<file path="config.mk">
export PLATFORM = sky130hd
export DESIGN_NAME = lsil_log_stage
export DESIGN_NICKNAME = d
export VERILOG_FILES = /design/src/rtl/lsil_pkg.sv /design/src/rtl/lsil_log_stage.sv
export SDC_FILE = /design/constraint.sdc
export NUM_CORES = 2
export LEC_CHECK = 0
export BUFFER_PORTS_ARGS = -buffer_cell sky130_fd_sc_hd__buf_2
export CAP_MARGIN = 40
export CORE_MARGIN = 1.5
export CORE_UTILIZATION = 40
export CTS_BUF_LIST = sky130_fd_sc_hd__clkbuf_4
export DETAILED_ROUTE_END_ITERATION = 8
export SYNTH_ARGS = -nofsm -noshare
export SYNTH_HDL_FRONTEND = slang
export SYNTH_SLANG_ARGS = --single-unit
</file>
<file path="constraint.sdc">
create_clock -name clk -period 7.54 [get_ports clk]
set_input_delay 0.377 -clock clk [delete_from_list [all_inputs] [get_ports clk]]
set_output_delay 0.377 -clock clk [all_outputs]
set_load 0.02 [all_outputs]
</file>
<file path="src/rtl/lsil_pkg.sv">
// Package for the log-spaced interpolation lookup: widths, codes and constants.
// No dependencies.
`timescale 1ns / 1ps
package lsil_pkg;
  localparam int TABLE_DEPTH = 1024;
  localparam int IDX_W = $clog2(TABLE_DEPTH);
  localparam logic [31:0] LOG10_2_Q32 = 32'd1292913986;

  // Squaring rounds of the log2 mantissa, and the register stages of the whole pipeline.
  localparam int LOG_ROUNDS = 16;
  localparam int PIPE_DEPTH = LOG_ROUNDS + 7;

  localparam logic [1:0] OP_LOAD = 2'd0;
  localparam logic [1:0] OP_INTERP = 2'd1;
  localparam logic [1:0] OP_BIN = 2'd2;
  localparam logic [1:0] OP_UNUSED = 2'd3;

  localparam logic [1:0] ST_OK = 2'd0;
  localparam logic [1:0] ST_CLAMP = 2'd1;
  localparam logic [1:0] ST_ZERO = 2'd2;
  localparam logic [1:0] ST_RANGE = 2'd3;

  localparam logic [2:0] REG_LOG_START = 3'd0;
  localparam logic [2:0] REG_INCS = 3'd1;
  localparam logic [2:0] REG_START = 3'd2;
  localparam logic [2:0] REG_INV_START = 3'd3;
  localparam logic [2:0] REG_MAX = 3'd4;

  // Control that rides along with each item through the pipeline.
  typedef struct packed {
    logic [1:0] op;
    logic       special;   // result fixed, no table read
    logic [1:0] st;
    logic       below;     // below-start interpolation
    logic       last;      // segment past table end
  } ctl_t;
endpackage

</file>
<file path="src/rtl/lsil_log_stage.sv">
// One mantissa squaring round of the fixed-point log2, registered.
// Depends on lsil_pkg.
`timescale 1ns / 1ps
module lsil_log_stage import lsil_pkg::*; (
  input  logic        clk,
  input  logic        en,
  input  logic [32:0] x_in,
  input  logic [15:0] frac_in,
  output logic [32:0] x_out,
  output logic [15:0] frac_out
);
  logic [65:0] sq;
  logic [34:0] sh;
  always_comb begin
    sq = x_in * x_in;
    sh = sq[65:31];
  end
  always_ff @(posedge clk) begin
    if (en) begin
      if (sh[32]) begin
        x_out <= sh[33:1];
        frac_out <= {frac_in[14:0], 1'b1};
      end else begin
        x_out <= sh[32:0];
        frac_out <= {frac_in[14:0], 1'b0};
      end
    end
  end
endmodule

</file>
==> results.md <==
* Number of global-route vias before repair at 26,608
* Predominant post-synthesis flop cell: edfxtp_1
* Avg Synthesized Cell Area at 9.46 µm²
* Worst hold path class: in2reg
* GRT Total Usage at 22.1%
* Number of max-cap violations at 0
* 1st-iter DRT viols at 1,129
* Io pins at 100
* Yosys reg bits at 49
* Row Count at 104
* Routed vias/inst at 4.74
* Synth cell count leaders: 1,148 x inv_1, 859 x fa_1, 317 x nand2_1
* Post-DP Area at 37,700 µm²
* Unrepaired setup endpoints after global routing: yes
* Share of layout cells above drive strength 1 at 20.1%
* CORE AREA at 80,400 µm²
* CP Capture Point: x_out[4]
* CP required at 7680 ps
* Status: finished clean
* CTS root buf: clkbuf_4
* Async SR Flop Fraction at 0%
* Crit Path Class: in2reg
* Ant diodes at 0
* Busiest grt layer: met2
* M2 GR Usage at 41.2%
* Mapped Area at 32,400 µm²
* Startpoint types: input port
* Largest family of logic cells by synthesized area: adder cells
* Tcrit/Tclk final at 98.8%
* IO Port Bufs at 98
* Post-Layout Inst Area at 39,100 µm²
* Remaining global-route overflow at 0
* Post-synth EDFFs at 49
* Starting Density at 40.3%
* Initial antenna violation count at 0
* Slowest-stage cell, CP: fa_2
* Worst Max-Slew Pin Slew at 443 ps
* Hold Buf Count CTS at 0
* # setup viols final at 0
* FMAX at 134 MHz
* Synth area leaders: fa_1 53%, inv_1 13%, ha_1 10%
* Area Overhead vs Synth at 20.7%
* Cells after synthesis at 3,428
* Hold Violations, Final at 0
* Htree depth at 2
* Clock transition at the registers of the reported paths at 150 ps
* Top cell type's share of synthesized area at 53.1%
* Critical path fanouts, max at 5
* Sink Count at 49
* Total wire length at 88,000 µm
* Setup Total Neg Slack at 0 ps
* Library cells used by synthesis at 69
* CTS tree: yes
* First-pass GRT wire length at 142,000 µm
* Critical Path Max Stage Delay at 570 ps
* Mux cell area share after synthesis at 1.13%
* Slew Limit Fails at 0
* Synth Area in Simple Gates at 10.3%
* Per-cell routed wire length at 17.6 µm
* Largest net degree at the start of global routing at 34
* Die height at 288 µm
* ANT nets after route at 0
* Area leader, netlist: fa_1
* Syn nets at 4,606
* Dpl hpwl at 77,700 µm
* Setup ws final at 93.7 ps
* Clock Path Buffers at 2
* Via Count at 23,670
* Yosys warns at 0
* Drt first pass iters at 5
* DRC viols at 0
* Gp weighted congestion at 0.925
* M3 GR Usage at 1.35%
* Top-count cell post-synth: inv_1
* Min Hold Slack at 158 ps
* GR Util met1 at 27.8%
* WP data arrival at 7590 ps
* Post-Synth Adder-Cell Area at 63.4%
* Post-Synth XOR/XNOR Area at 1.38%
* Pre-CTS setup slack at -649 ps
* Die Wd at 288 µm
* Nets at 5,114
* Clock period minus worst slack at 7450 ps
* TritonCTS Buffers at 5
* Endpoint class of the critical path: register
* Most used cell, CP: fa_2
* CP startpoint: x_in[7]
* Post-synthesis compound-gate area fraction at 4.54%
* Seq/Total Area, Yosys at 4.54%
* Die area at 82,800 µm²
* Slew Limit Headroom at 70.4%
==> critical path, delay by kind of cell <==
family                   cells  cell delay (ps)
AO/OA/AOI/OAI                5              810
adder cells (fa/ha/maj)      9             4350
buffers and inverters       10             1170
multiplexers                 1              320
AND/OR/NAND/NOR              4              550
==> state kept, by name, summed over array words and instances (netlist names) <==
register	cells
x_out	33
frac_out	16
==> layout make-up <==
class,count,area (µm²)
well taps,1060,1330
inverters,1149,4320
fillers,7645,41300
repair buffers,620,5100
clock buffers,5,37.5
clock inverters,3,41.3
flip-flops and latches,49,1470
multi-input cells,2111,26800
==> metrics by stage <==
stage	util, %	std cells
floorplan	-	3428
global placement	46.9	4956
detailed placement	46.9	4958
CTS	47.4	4972
global route	48.7	4997
finish	48.7	4997
==> logic make-up after synthesis <==
| kind of cell | count (synthesis) |
|---|---|
| buffers and inverters | 1268 |
| adder cells (fa/ha/maj) | 1127 |
| AND/OR/NAND/NOR | 683 |
| AO/OA/AOI/OAI | 215 |
| XOR/XNOR | 51 |
| flip-flops | 49 |
| multiplexers | 35 |
==> placed cells by master, fill, tap and decap left out, drive strengths merged, types with 4 or more instances in the layout <==
master | Yosys | final
a31oi | 7 | 7
inv | 1148 | 1145
nor2 | 67 | 67
or2 | 7 | 7
xnor2 | 28 | 28
a21o | 40 | 40
clkbuf | 106 | 11
nor2b | 11 | 11
nand3 | 16 | 16
o21bai | 10 | 10
o21a | 7 | 7
nor3 | 11 | 11
a21boi | 4 | 4
ha | 268 | 268
o211ai | 9 | 9
and2 | 210 | 210
o21ai | 26 | 26
xor2 | 23 | 23
mux2i | 21 | 21
a21oi | 65 | 65
edfxtp | 49 | 49
a211oi | 10 | 10
buf | 13 | 614
clkinvlp | 0 | 4
o2111ai | 6 | 6
nand2 | 317 | 317
and3 | 13 | 13
nand4 | 17 | 17
fa | 859 | 859
mux2 | 14 | 14
==> metal layers <==
metal / up-vias / wire length [µm]
li1: 10859 / -
met1: 12184 / 35600
met2: 490 / 46200
met3: 137 / 3280
met4: 0 / 2840
met5: - / 0
==> repair_timing <==
action | CTS | global route
endpoints found under the setup margin | 33 | 33
setup buffers | 5 | 23
pin swaps | 17 | 127
resized for setup | 59 | 211
gates cloned | 2 | 3
==> worst min path at each step <==
stage / startpoint / depth (start not counted) / slack (ps) / endpoint
after floorplan: frac_in[9] / 0 / 480 / frac_out[10]
after global placement: frac_in[1] / 1 / 550 / frac_out[2]
after detailed placement: frac_in[10] / 1 / 560 / frac_out[11]
after CTS: frac_in[6] / 1 / 140 / frac_out[7]
after global routing: frac_in[6] / 1 / 130 / frac_out[7]
final: frac_in[6] / 1 / 160 / frac_out[7]
Power is not shown: default switching activity piles up to over one toggle a cycle in this logic, so the estimate is an artifact.
